[src/hdl/spd_pkg.sv]
// ----------------------------------------------------------------------------
// spd_pkg: serial packet deframer shared definitions
// Header byte constants, command codes, register indexes and the item and
// result records passed between the deframer stages.
// ----------------------------------------------------------------------------
package spd_pkg;

  localparam int unsigned HdrLen  = 16;
  localparam int unsigned WinLen  = HdrLen - 1;  // last header byte is never stored
  localparam int unsigned FillW   = $clog2(HdrLen);

  // fixed header bytes
  localparam logic [7:0] SYNC_HI    = 8'hA5;
  localparam logic [7:0] SYNC_LO    = 8'h5A;
  localparam logic [7:0] TYPE_HI    = 8'h01;
  localparam logic [7:0] VER_HI     = 8'h00;
  localparam logic [7:0] VER_LO     = 8'h01;
  localparam logic [7:0] MAGIC_B0   = 8'h78;
  localparam logic [7:0] MAGIC_B1   = 8'h56;
  localparam logic [7:0] MAGIC_B2   = 8'h34;
  localparam logic [7:0] MAGIC_B3   = 8'h12;

  // type low byte codes
  localparam logic [7:0] TYPE_PLAY_DATA = 8'h10;
  localparam logic [7:0] TYPE_PLAY_END  = 8'h11;
  localparam logic [7:0] TYPE_START     = 8'h08;
  localparam logic [7:0] TYPE_STOP      = 8'h06;
  localparam logic [7:0] TYPE_QUERY     = 8'h02;
  localparam logic [7:0] TYPE_PROMPT    = 8'h0B;
  localparam logic [7:0] TYPE_LOOP      = 8'h0E;

  localparam logic [15:0] RESET_MAX_PAYLOAD = 16'd2048;

  typedef enum logic [2:0] {
    KIND_OTHER     = 3'd0,
    KIND_PLAY_DATA = 3'd1,
    KIND_PLAY_END  = 3'd2,
    KIND_START     = 3'd3,
    KIND_STOP      = 3'd4,
    KIND_QUERY     = 3'd5,
    KIND_PROMPT    = 3'd6,
    KIND_LOOP      = 3'd7
  } spd_kind_e;

  typedef enum logic [1:0] {
    CFG_MAX_PAYLOAD = 2'd0,
    CFG_PROMPT_ON   = 2'd1
  } spd_cfg_idx_e;

  typedef struct packed {
    logic       line_error;
    logic [7:0] rx_byte;
  } spd_item_t;

  typedef struct packed {
    logic        payload_valid;
    logic [7:0]  payload_byte;
    logic        packet_done;
    logic        packet_ok;
    logic [2:0]  packet_kind;
    logic [31:0] bad_packets;
  } spd_result_t;

endpackage

[src/hdl/spd_in_stage.sv]
// ----------------------------------------------------------------------------
// spd_in_stage: input register
// Holds one received byte request until the core stage takes it.
// ----------------------------------------------------------------------------
module spd_in_stage (
  input  logic              clk_i,
  input  logic              rst_ni,
  input  logic              s_valid_i,
  input  spd_pkg::spd_item_t s_item_i,
  output logic              s_ready_o,
  input  logic              advance_i,
  output logic              item_valid_o,
  output spd_pkg::spd_item_t item_o
);
  import spd_pkg::*;

  logic      valid_q, valid_d;
  spd_item_t item_q;

  assign s_ready_o = !valid_q || advance_i;

  always_comb begin
    valid_d = valid_q;
    if (s_valid_i && s_ready_o) begin
      valid_d = 1'b1;
    end else if (advance_i) begin
      valid_d = 1'b0;
    end
  end

  always_ff @(posedge clk_i or negedge rst_ni) begin
    if (!rst_ni) begin
      valid_q <= 1'b0;
    end else begin
      valid_q <= valid_d;
    end
  end

  always_ff @(posedge clk_i) begin
    if (s_valid_i && s_ready_o) begin
      item_q <= s_item_i;
    end
  end

  assign item_valid_o = valid_q;
  assign item_o       = item_q;

endmodule

[src/hdl/spd_core.sv]
// ----------------------------------------------------------------------------
// spd_core: framing state and verdict logic
// Header window, payload counter and checksum, bad packet counter and the
// configuration registers. Framing state moves on when the core takes an item.
// ----------------------------------------------------------------------------
module spd_core (
  input  logic                 clk_i,
  input  logic                 rst_ni,
  input  logic                 cfg_valid_i,
  input  logic [1:0]           cfg_index_i,
  input  logic [15:0]          cfg_data_i,
  input  logic                 advance_i,
  input  spd_pkg::spd_item_t   item_i,
  output spd_pkg::spd_result_t res_o
);
  import spd_pkg::*;

  logic [15:0]      max_payload_q;
  logic             prompt_on_q;

  logic [7:0]       win_q [WinLen];
  logic [7:0]       win_d [WinLen];
  logic [FillW-1:0] fill_q, fill_d;
  logic             in_payload_q, in_payload_d;
  logic [15:0]      left_q, left_d;
  logic [15:0]      sum_q, sum_d;
  logic [15:0]      exp_q, exp_d;
  logic [7:0]       type_q, type_d;
  logic [31:0]      bad_q, bad_d;

  logic [7:0]       rx;
  logic             hdr_match;
  logic [15:0]      hdr_len;
  logic [15:0]      hdr_sum;

  logic             fin;
  logic             fin_ok;
  logic             fin_nonzero;
  logic [15:0]      fin_sum;
  logic [15:0]      fin_exp;
  logic [7:0]       fin_type;
  spd_kind_e        fin_kind;

  assign rx = item_i.rx_byte;

  // checked only when the window holds 15 bytes: the new byte is header byte 15
  assign hdr_match = win_q[0] == SYNC_HI && win_q[1] == SYNC_HI &&
                     win_q[2] == SYNC_LO && win_q[3] == SYNC_LO &&
                     win_q[7] == TYPE_HI && win_q[10] == VER_HI &&
                     win_q[11] == VER_LO && win_q[12] == MAGIC_B0 &&
                     win_q[13] == MAGIC_B1 && win_q[14] == MAGIC_B2 &&
                     rx == MAGIC_B3;
  assign hdr_len = {win_q[9], win_q[8]};
  assign hdr_sum = {win_q[5], win_q[4]};

  always_comb begin
    win_d        = win_q;
    fill_d       = fill_q;
    in_payload_d = in_payload_q;
    left_d       = left_q;
    sum_d        = sum_q;
    exp_d        = exp_q;
    type_d       = type_q;
    fin          = 1'b0;
    fin_nonzero  = 1'b1;
    fin_sum      = sum_q;
    fin_exp      = exp_q;
    fin_type     = type_q;
    res_o        = '0;

    if (!item_i.line_error) begin
      if (in_payload_q) begin
        sum_d   = sum_q + {8'd0, rx};
        fin_sum = sum_d;
        if (type_q == TYPE_PLAY_DATA) begin
          res_o.payload_valid = 1'b1;
          res_o.payload_byte  = rx;
        end
        left_d = left_q - 16'd1;
        fin    = (left_d == 16'd0);
      end else if (fill_q != FillW'(WinLen)) begin
        win_d[fill_q] = rx;
        fill_d        = fill_q + FillW'(1);
      end else if (!hdr_match || hdr_len > max_payload_q) begin
        // slide by one byte; window stays one short of full
        for (int i = 0; i < WinLen - 1; i++) begin
          win_d[i] = win_q[i+1];
        end
        win_d[WinLen-1] = rx;
      end else begin
        exp_d        = hdr_sum;
        type_d       = win_q[6];
        sum_d        = 16'd0;
        left_d       = hdr_len;
        in_payload_d = 1'b1;
        fill_d       = '0;
        fin          = (hdr_len == 16'd0);
        fin_nonzero  = 1'b0;
        fin_sum      = 16'd0;
        fin_exp      = hdr_sum;
        fin_type     = win_q[6];
      end
    end

    fin_ok = (fin_sum == fin_exp);

    case (fin_type)
      TYPE_PLAY_DATA: fin_kind = fin_nonzero ? KIND_PLAY_DATA : KIND_OTHER;
      TYPE_PLAY_END:  fin_kind = KIND_PLAY_END;
      TYPE_START:     fin_kind = KIND_START;
      TYPE_STOP:      fin_kind = KIND_STOP;
      TYPE_QUERY:     fin_kind = KIND_QUERY;
      TYPE_PROMPT:    fin_kind = prompt_on_q ? KIND_PROMPT : KIND_OTHER;
      TYPE_LOOP:      fin_kind = prompt_on_q ? KIND_LOOP : KIND_OTHER;
      default:        fin_kind = KIND_OTHER;
    endcase

    bad_d = bad_q;
    if (fin) begin
      res_o.packet_done = 1'b1;
      res_o.packet_ok   = fin_ok;
      res_o.packet_kind = fin_kind;
      if (!fin_ok) begin
        bad_d = bad_q + 32'd1;
      end
      in_payload_d = 1'b0;
      left_d       = 16'd0;
      fill_d       = '0;
    end
    res_o.bad_packets = bad_d;
  end

  always_ff @(posedge clk_i or negedge rst_ni) begin
    if (!rst_ni) begin
      max_payload_q <= RESET_MAX_PAYLOAD;
      prompt_on_q   <= 1'b0;
    end else if (cfg_valid_i) begin
      unique case (cfg_index_i)
        CFG_MAX_PAYLOAD: max_payload_q <= cfg_data_i;
        CFG_PROMPT_ON:   prompt_on_q   <= cfg_data_i[0];
        default: ;
      endcase
    end
  end

  always_ff @(posedge clk_i or negedge rst_ni) begin
    if (!rst_ni) begin
      fill_q       <= '0;
      in_payload_q <= 1'b0;
      bad_q        <= '0;
    end else if (advance_i) begin
      fill_q       <= fill_d;
      in_payload_q <= in_payload_d;
      bad_q        <= bad_d;
    end
  end

  // contents below are always written before they are read
  always_ff @(posedge clk_i) begin
    if (advance_i) begin
      win_q  <= win_d;
      left_q <= left_d;
      sum_q  <= sum_d;
      exp_q  <= exp_d;
      type_q <= type_d;
    end
  end

endmodule

[src/hdl/spd_out_stage.sv]
// ----------------------------------------------------------------------------
// spd_out_stage: result register
// Holds one result until the downstream side takes it.
// ----------------------------------------------------------------------------
module spd_out_stage (
  input  logic                 clk_i,
  input  logic                 rst_ni,
  input  logic                 load_i,
  input  spd_pkg::spd_result_t res_i,
  output logic                 free_o,
  output logic                 m_valid_o,
  input  logic                 m_ready_i,
  output spd_pkg::spd_result_t res_o
);
  import spd_pkg::*;

  logic        valid_q, valid_d;
  spd_result_t res_q;

  assign free_o = !valid_q || m_ready_i;

  always_comb begin
    valid_d = valid_q;
    if (load_i) begin
      valid_d = 1'b1;
    end else if (m_ready_i) begin
      valid_d = 1'b0;
    end
  end

  always_ff @(posedge clk_i or negedge rst_ni) begin
    if (!rst_ni) begin
      valid_q <= 1'b0;
    end else begin
      valid_q <= valid_d;
    end
  end

  always_ff @(posedge clk_i) begin
    if (load_i) begin
      res_q <= res_i;
    end
  end

  assign m_valid_o = valid_q;
  assign res_o     = res_q;

endmodule

[src/hdl/serial_packet_deframer_top.sv]
// Path: a byte request accepted into the input register passes the combinational
// framing logic and is registered in the result register for the master side.
// Throughput: one byte per cycle while the master side takes results; the input
// register, framing logic and result register each move one request per clock.
// Reset (rst_ni low, asynchronous): framing restarts with an empty header window,
// bad packet count zero, max payload 2048, prompt commands off; both stages empty.
// ----------------------------------------------------------------------------
// serial_packet_deframer_top: serial packet deframer
// Drops bytes with line errors, hunts the fixed 16-byte header, checks the
// payload sum and reports a verdict per packet; play-data bytes pass through.
// ----------------------------------------------------------------------------
module serial_packet_deframer_top (
  input  logic        clk_i,
  input  logic        rst_ni,
  // configuration write channel
  input  logic        cfg_valid_i,
  output logic        cfg_ready_o,
  input  logic [1:0]  cfg_index_i,
  input  logic [15:0] cfg_data_i,
  // received bytes
  input  logic        s_axis_tvalid_i,
  output logic        s_axis_tready_o,
  input  logic [7:0]  s_axis_tdata_i,   // [7:0] rx_byte
  input  logic        s_axis_tuser_i,   // [0] line_error
  // results
  output logic        m_axis_tvalid_o,
  input  logic        m_axis_tready_i,
  output logic [47:0] m_axis_tdata_o,   // [7:0] payload_byte, [8] packet_ok,
                                        // [11:9] packet_kind, [43:12] bad_packets,
                                        // [47:44] zero
  output logic        m_axis_tuser_o,   // [0] payload_valid
  output logic        m_axis_tlast_o    // packet_done
);
  import spd_pkg::*;

  spd_item_t   s_item;
  spd_item_t   item;
  logic        item_valid;
  logic        out_free;
  logic        advance;
  spd_result_t core_res;
  spd_result_t out_res;

  assign cfg_ready_o = 1'b1;

  assign s_item.rx_byte    = s_axis_tdata_i;
  assign s_item.line_error = s_axis_tuser_i;

  assign advance = item_valid && out_free;

  spd_in_stage u_in (
    .clk_i        (clk_i),
    .rst_ni       (rst_ni),
    .s_valid_i    (s_axis_tvalid_i),
    .s_item_i     (s_item),
    .s_ready_o    (s_axis_tready_o),
    .advance_i    (advance),
    .item_valid_o (item_valid),
    .item_o       (item)
  );

  spd_core u_core (
    .clk_i       (clk_i),
    .rst_ni      (rst_ni),
    .cfg_valid_i (cfg_valid_i),
    .cfg_index_i (cfg_index_i),
    .cfg_data_i  (cfg_data_i),
    .advance_i   (advance),
    .item_i      (item),
    .res_o       (core_res)
  );

  spd_out_stage u_out (
    .clk_i     (clk_i),
    .rst_ni    (rst_ni),
    .load_i    (advance),
    .res_i     (core_res),
    .free_o    (out_free),
    .m_valid_o (m_axis_tvalid_o),
    .m_ready_i (m_axis_tready_i),
    .res_o     (out_res)
  );

  assign m_axis_tdata_o = {4'd0, out_res.bad_packets, out_res.packet_kind,
                           out_res.packet_ok, out_res.payload_byte};
  assign m_axis_tuser_o = out_res.payload_valid;
  assign m_axis_tlast_o = out_res.packet_done;

endmodule
[config.mk]
export PLATFORM = sky130hd
export DESIGN_NAME = serial_packet_deframer_top
export DESIGN_NICKNAME = d
export VERILOG_FILES = /design/src/hdl/spd_pkg.sv /design/src/hdl/spd_in_stage.sv /design/src/hdl/spd_core.sv /design/src/hdl/spd_out_stage.sv /design/src/hdl/serial_packet_deframer_top.sv
export SDC_FILE = /design/constraint.sdc
export NUM_CORES = 1
export LEC_CHECK = 0
export ABC_AREA = 1
export BUFFER_PORTS_ARGS = -buffer_cell sky130_fd_sc_hd__buf_4
export CORE_ASPECT_RATIO = 2
export CORE_UTILIZATION = 62
export DETAILED_ROUTE_END_ITERATION = 16
export HOLD_SLACK_MARGIN = 0.15
export PLACE_DENSITY = 0.78
export RECOVER_POWER = 50
export SLEW_MARGIN = 20
export SYNTH_ARGS = -nofsm -noshare
export SYNTH_HDL_FRONTEND = slang
export SYNTH_SLANG_ARGS = --single-unit
[constraint.sdc]
create_clock -name clk_i -period 3.8 [get_ports clk_i]
set_input_delay 0.38 -clock clk_i [delete_from_list [all_inputs] [get_ports clk_i]]
set_output_delay 0.38 -clock clk_i [all_outputs]
set_load 0.005 [all_outputs]
==> flow_metrics.env, run 1 <==
export IMPL_status="finished, violations left"
export IMPL_violations="max-capacitance violations, max-slew violations"
export IMPL_crit_arrival_ns=3.91
export IMPL_setup_viol=0
export IMPL_hold_viol=0
export IMPL_overflow=0
export IMPL_post_place_ws_ns=0.0999
export IMPL_num_antenna_cells=0
export IMPL_synth_area_um2=15200
export IMPL_routedWlPerCell_um=18.1
export IMPL_cts_made_buffers=25
export IMPL_fin_setup_tns_ns=0
export IMPL_grt_antenna_before_repair=0
export IMPL_leakage_nw=7.69
export IMPL_num_vias=12700
export IMPL_async_flop_share_pct=19.5
export IMPL_cts_tree="done"
export IMPL_fin_crit_sh_pct=95.4
export IMPL_max_freq_ghz=0.276
export IMPL_fillers=1805
export IMPL_synth_commonest_cells="nand2_1 (584), inv_1 (241), edfxtp_1 (231), nor2_1 (175), o21ai_0 (105)"
export IMPL_crit_type="reg2reg"
export IMPL_grt_max_degree=63
export IMPL_relSlewSlack_pct=-47.1
export IMPL_core_area_um2=23900
export IMPL_critical_path_required_ns=4.08
export IMPL_fin_nets=1985
export IMPL_power_density_nw_per_um2=470
export IMPL_ys_top_cells_by_area="edfxtp_1 (46%), nand2_1 (14%), dfrtp_1 (9.1%), inv_1 (6.0%), nor2_1 (4.3%)"
export IMPL_fin_area_um2=17200
export IMPL_critPathCaptureType="register"
export IMPL_r2r_cells=19
export IMPL_drt_iter0_markers=925
export IMPL_min_path_cells=3
export IMPL_synth_yosys_seq_area_share_pct=54.9
export IMPL_dp_hpwl_mm=28.8
export IMPL_rsz0062_at_grt="yes"
export IMPL_cts_path_max_buffers=3
export IMPL_drive_gt1_share_pct=9.03
export IMPL_insertion_delay_ns=0.55
export IMPL_place_congestion=0.923
export IMPL_critPathLaunchType="register"
export IMPL_avgSynthCellArea_um2=8.43
export IMPL_placed_area_um2=16200
export IMPL_cap_violations=3
export IMPL_ys_flop_type="edfxtp_1"
export IMPL_synth_seq_cells=287
export IMPL_drv_slew=152
export IMPL_grt_pass1_vias=12600
export IMPL_grt_pass1_wl_mm=62.3
export IMPL_period_needed_ns=3.63
export IMPL_via_per_inst=5.71
export IMPL_area_delta_synth_final_pct=13.3
export IMPL_h_tree_depth=1
export IMPL_synth_cell_types=48
export IMPL_numPortBuffers=79
export IMPL_yosysMostFrequentCell="nand2_1"
export IMPL_synth_edff_count=231
export IMPL_grt_usage_pct=32.4
export IMPL_antenna_left=0
export IMPL_netlist_area_leader_share_pct=45.6
export IMPL_r2r_slack_ns=0.17
export IMPL_clock_skew_ns=0.0274
export IMPL_yosysWarnings=0
export IMPL_drt_drc_violations_left=0
export IMPL_seq_power_share_pct=48.7
export IMPL_ir_drop_uv=435
export IMPL_syn_inst=1803
export IMPL_drtPass1Iterations=5
export IMPL_rows=80
export IMPL_ioPinCount=85
export IMPL_switching_power_w=0.00244
export IMPL_start_util_pct=63.5
export IMPL_crit_fanout=41
export IMPL_cts_sinks=287
export IMPL_yosys_area_top_type="edfxtp_1"
export IMPL_worst_pin_slew_ns=2.20
export IMPL_cts_setup_buffers=0
export IMPL_clkTransAtPathRegs_ns=0.06
export IMPL_dieArea_um2=25200
export IMPL_clkPwrFrac_pct=31.1
export IMPL_power_internal_w=0.00564
export IMPL_die_width_um=113
export IMPL_hold_path_class="in2reg"
export IMPL_die_y_um=223
export IMPL_combPwrFrac_pct=20.2
export IMPL_wl_mm=40.4
export IMPL_worst_slack_ns=0.175
export IMPL_final_util_pct=72.0
export IMPL_switching_share_pct=30.2
export IMPL_ctsRootBufferMaster="clkbuf_16"
-- state kept, by name, summed over array words and instances, names as in the netlist, 16 cells and up --
| register | count |
|---|---|
| u_core.bad_q | 32 |
| u_core.exp_q | 16 |
| u_core.hdr_len | 16 |
| u_core.hdr_sum | 16 |
| u_core.left_q | 16 |
| u_core.max_payload_q | 16 |
| u_core.sum_q | 16 |
| u_core.win_q | 88 |
| u_out.res_o | 46 |
-- placed cells by master, fill, tap and decap left out, types with 36 or more instances in the layout --
cell type  synthesis  final
inv_1            241    242
a21oi_1           49     48
nand2_1          584    581
nor2_1           175    174
nand3_1          102    102
buf_4              6     52
o22ai_1           36     36
dfrtp_1           55     55
o21ai_0          105    106
edfxtp_1         231    231
clkbuf_4           0     51
-- timing repair --
item,in CTS,in global routing
resized for setup,0,10
setup endpoints to repair,0,67
endpoints found under the hold margin,83,0
hold buffers,28,0
-- critical path: stages, from the launching register on --
cell and delay [ns]:
edfxtp_1 0.48, ha_1 0.47, nand4_1 0.12, o21ai_0 0.34, nand2_1 0.11, nand2_1 0.17
buf_4 0.16, nand2_1 0.06, inv_1 0.16, nor2_1 0.09, nor3_2 0.28, nand2_1 0.08
nand2_1 0.07, nor2_1 0.04, nand2_1 0.05, nor2_1 0.06, nand2_2 0.13, buf_12 0.21
nand3_1 0.13, and2_1 0.18
-- per-layer routing --
layer	vias up	part of all wire, %	GRT usage (%)
met5	-	0	0
met4	0	8.3	24.7
met3	179	5.2	3.72
met2	477	53	60.6
met1	5949	33	32.1
li1	6106	-	-
-- power by group through the flow --
stage               clock (W)  combinational, W  sequential [W]
floorplan                   0           0.00105         0.00393
global placement            0           0.00152         0.00399
detailed placement          0           0.00158         0.00399
CTS                   0.00253           0.00161         0.00393
global route          0.00263           0.00180         0.00396
finish                0.00251           0.00163         0.00394
-- stage by stage --
step                      hold slack, ns  total power (W)  std cells
final                              0.163          0.00808       2226
after global routing               0.174          0.00839       2226
after detailed placement           0.477          0.00557       2153
after global placement             0.472          0.00551       2153
after CTS                          0.155          0.00807       2226
after floorplan                   0.0844          0.00498       1806
-- cell type report --
cell class | count | area, um^2 | area share (%)
Sequential cell | 287 | 8340 | 48.4
Multi-Input combinational cell | 1212 | 5640 | 32.8
Timing Repair Buffer | 149 | 1160 | 6.77
Inverter | 246 | 923 | 5.36
Clock buffer | 35 | 713 | 4.14
Tap cell | 287 | 359 | 2.09
Clock inverter | 10 | 73.8 | 0.429
-- cells by family (layout without fill, tap and decap cells) --
logic type | after synthesis | after routing | synth area share, %
adders and majority gates | 32 | 32 | 2.68
AOI/OAI and AO/OA | 216 | 216 | 7.70
other | 2 | 5 | 0.0494
DFF | 287 | 287 | 54.9
xor gates and xnor gates | 10 | 10 | 0.576
buffers and inverters | 307 | 440 | 8.36
and+or+nand+nor | 949 | 949 | 25.8
-- path summary, 6_finish.rpt --
path | start | to
hold / removal | cfg_index_i[0] | u_core.prompt_on_q$_DFFE_PN0P_
setup / recovery | u_in.item_o[5]$_DFFE_PP_ | u_out.res_o[0]$_DFFE_PP_
setup reg to reg | u_in.item_o[5]$_DFFE_PP_ | u_out.res_o[0]$_DFFE_PP_
hold reg to reg | u_core.max_payload_q[11]$_DFFE_PN1P_ | u_core.max_payload_q[11]$_DFFE_PN1P_
min in group asynchronous | rst_ni | u_core.bad_q[26]$_DFFE_PN0P_
max in group asynchronous | rst_ni | u_core.bad_q[10]$_DFFE_PN0P_
(Power assumes the default switching activity.)
==> run 2, diff against run 1 <==
PLACE_DENSITY = not set   (was 0.78)
PLACE_DENSITY_LB_ADDON = 0.12   (was not set)
==> flow_metrics.env, run 2 (synthesis results as in run 1) <==
export IMPL_overflow=0
export IMPL_drt_iter0_markers=995
export IMPL_fin_cells=2233
export IMPL_die_width_um=113
export IMPL_insertion_delay_ns=0.54
export IMPL_dieArea_um2=25200
export IMPL_placed_area_um2=16200
export IMPL_die_y_um=223
export IMPL_drv_slew=57
export IMPL_seq_power_share_pct=47.3
export IMPL_final_cell_mix="nand2_1 (581), inv_1 (241), edfxtp_1 (231)"
export IMPL_crit_type="reg2reg"
export IMPL_place_congestion=0.907
export IMPL_drtPass1Iterations=6
export IMPL_wl_mm=40.7
export IMPL_critPathLaunchType="register"
export IMPL_crit_fanout=24
export IMPL_ir_drop_uv=407
export IMPL_worst_slack_ns=0.207
export IMPL_cts_sinks=287
export IMPL_grt_usage_pct=33.2
export IMPL_via_per_inst=5.78
export IMPL_cts_made_buffers=25
export IMPL_area_delta_synth_final_pct=14.0
export IMPL_switching_power_w=0.00249
export IMPL_routedWlPerCell_um=18.2
export IMPL_largest_reg_flops=88
export IMPL_ioPinCount=85
export IMPL_drt_drc_violations_left=0
export IMPL_crit_arrival_ns=3.88
export IMPL_power_density_nw_per_um2=480
export IMPL_clock_skew_ns=0.0117
export IMPL_violations="max-capacitance violations, max-slew violations"
export IMPL_clkTransAtPathRegs_ns=0.07
export IMPL_dp_cells=2155
export IMPL_antenna_left=0
export IMPL_mostFrequentLayoutCell="nand2_1"
export IMPL_grt_pass1_vias=13100
export IMPL_total_power_w=0.00831
export IMPL_cap_violations=1
export IMPL_hold_path_class="in2reg"
export IMPL_worst_pin_slew_ns=1.61
export IMPL_start_util_pct=63.5
export IMPL_num_antenna_cells=0
export IMPL_cts_tree="done"
export IMPL_period_needed_ns=3.59
export IMPL_h_tree_depth=1
export IMPL_relSlewSlack_pct=-7.27
export IMPL_num_vias=12900
export IMPL_hold_slack_ns=0.154
export IMPL_cts_path_max_buffers=3
export IMPL_power_internal_w=0.00582
export IMPL_leakage_nw=7.74
export IMPL_fin_crit_sh_pct=94.6
export IMPL_combPwrFrac_pct=19.8
export IMPL_grt_max_degree=80
export IMPL_fin_area_um2=17300
export IMPL_status="finished, violations left"
export IMPL_rows=80
export IMPL_switching_share_pct=29.9
export IMPL_core_area_um2=23900
export IMPL_critical_path_required_ns=4.09
export IMPL_setup_viol=0
export IMPL_clkPwrFrac_pct=32.9
export IMPL_dp_hpwl_mm=29.3
export IMPL_post_place_ws_ns=0.0802
export IMPL_drive_gt1_share_pct=9.46
export IMPL_grt_pass1_wl_mm=63.9
export IMPL_regMostFlops="u_core.win_q"
export IMPL_ctsRootBufferMaster="clkbuf_16"
export IMPL_numPortBuffers=79
export IMPL_grt_antenna_before_repair=0
export IMPL_hold_viol=0
export IMPL_critPathCaptureType="register"
export IMPL_fin_nets=1992
export IMPL_max_freq_ghz=0.278
-- run 2: cell types whose count changed in the layout (fill, tap and decap cells not counted), moves of 4 or more --
cell       delta
clkbuf_4      -5
buf_4        +15
bufinv_16     +4
clkbuf_8      -5
-- run 2: area by class of cell --
type,count,area [um^2]
well taps,287,359
flip-flops and latches,287,8340
clock buffers,28,637
clock inverters,17,215
multi-input cells,1212,5640
repair buffers,156,1220
fillers,1881,6590
inverters,246,926
-- run 2: repair_timing --
item | CTS | global route
resized for setup | 0 | 10
endpoints found under the hold margin | 81 | 0
hold buffers | 28 | 0
setup buffers | 0 | 5
endpoints found under the setup margin | 0 | 67
-- run 2: metrics by stage --
stage               setup TNS (ns)  util (%)
floorplan                        0         -
global placement                 0      67.6
detailed placement               0      67.6
CTS                              0      72.4
global route               -0.0307      72.5
finish                           0      72.5
-- run 2: worst paths after layout --
check,slack (ns),end,depth (start not counted),from
worst min register to register,0.48,u_core.max_payload_q[11]$_DFFE_PN1P_,2,u_core.max_payload_q[11]$_DFFE_PN1P_
worst max-delay path,0.21,u_out.res_o[5]$_DFFE_PP_,21,u_core.sum_q[0]$_DFFE_PP_
max in group asynchronous,2.04,u_core.bad_q[11]$_DFFE_PN0P_,2,rst_ni
worst min-delay path,0.15,u_core.prompt_on_q$_DFFE_PN0P_,3,cfg_data_i[0]
min in group asynchronous,0.79,u_core.bad_q[25]$_DFFE_PN0P_,2,rst_ni
worst max register to register,0.21,u_out.res_o[5]$_DFFE_PP_,21,u_core.sum_q[0]$_DFFE_PP_
-- run 2: power by group through the flow --
stage	combinational [W]	clock, W	sequential (W)
floorplan	0.00105	0	0.00393
global placement	0.00155	0	0.00398
detailed placement	0.00160	0	0.00399
CTS	0.00163	0.00274	0.00392
global route	0.00182	0.00284	0.00395
finish	0.00165	0.00273	0.00393
-- run 2: per-layer routing --
| layer | global-route usage (%) | share of wire (%) |
|---|---|---|
| met2 | 62.2 | 54 |
| met3 | 4.07 | 5.1 |
| met4 | 26.3 | 8.3 |
| met1 | 32.1 | 32 |
| met5 | 0 | 0 |
-- run 2: critical path, stage by stage (launching register included) --
cell      delay (ns)
edfxtp_1        0.47
ha_1            0.25
fa_1            0.38
nand2_1         0.10
nand2_1         0.06
a21oi_2         0.16
o211ai_1        0.30
nor2b_1         0.25
nand2_1         0.06
nand2_1         0.06
nand2_1         0.07
nand2_1         0.06
nand2_1         0.07
nand2_1         0.06
nor2_1          0.11
nand2_1         0.08
nor2_2          0.19
nand2_2         0.11
buf_4           0.22
nand2_1         0.08
nand2_1         0.06
and2_1          0.13
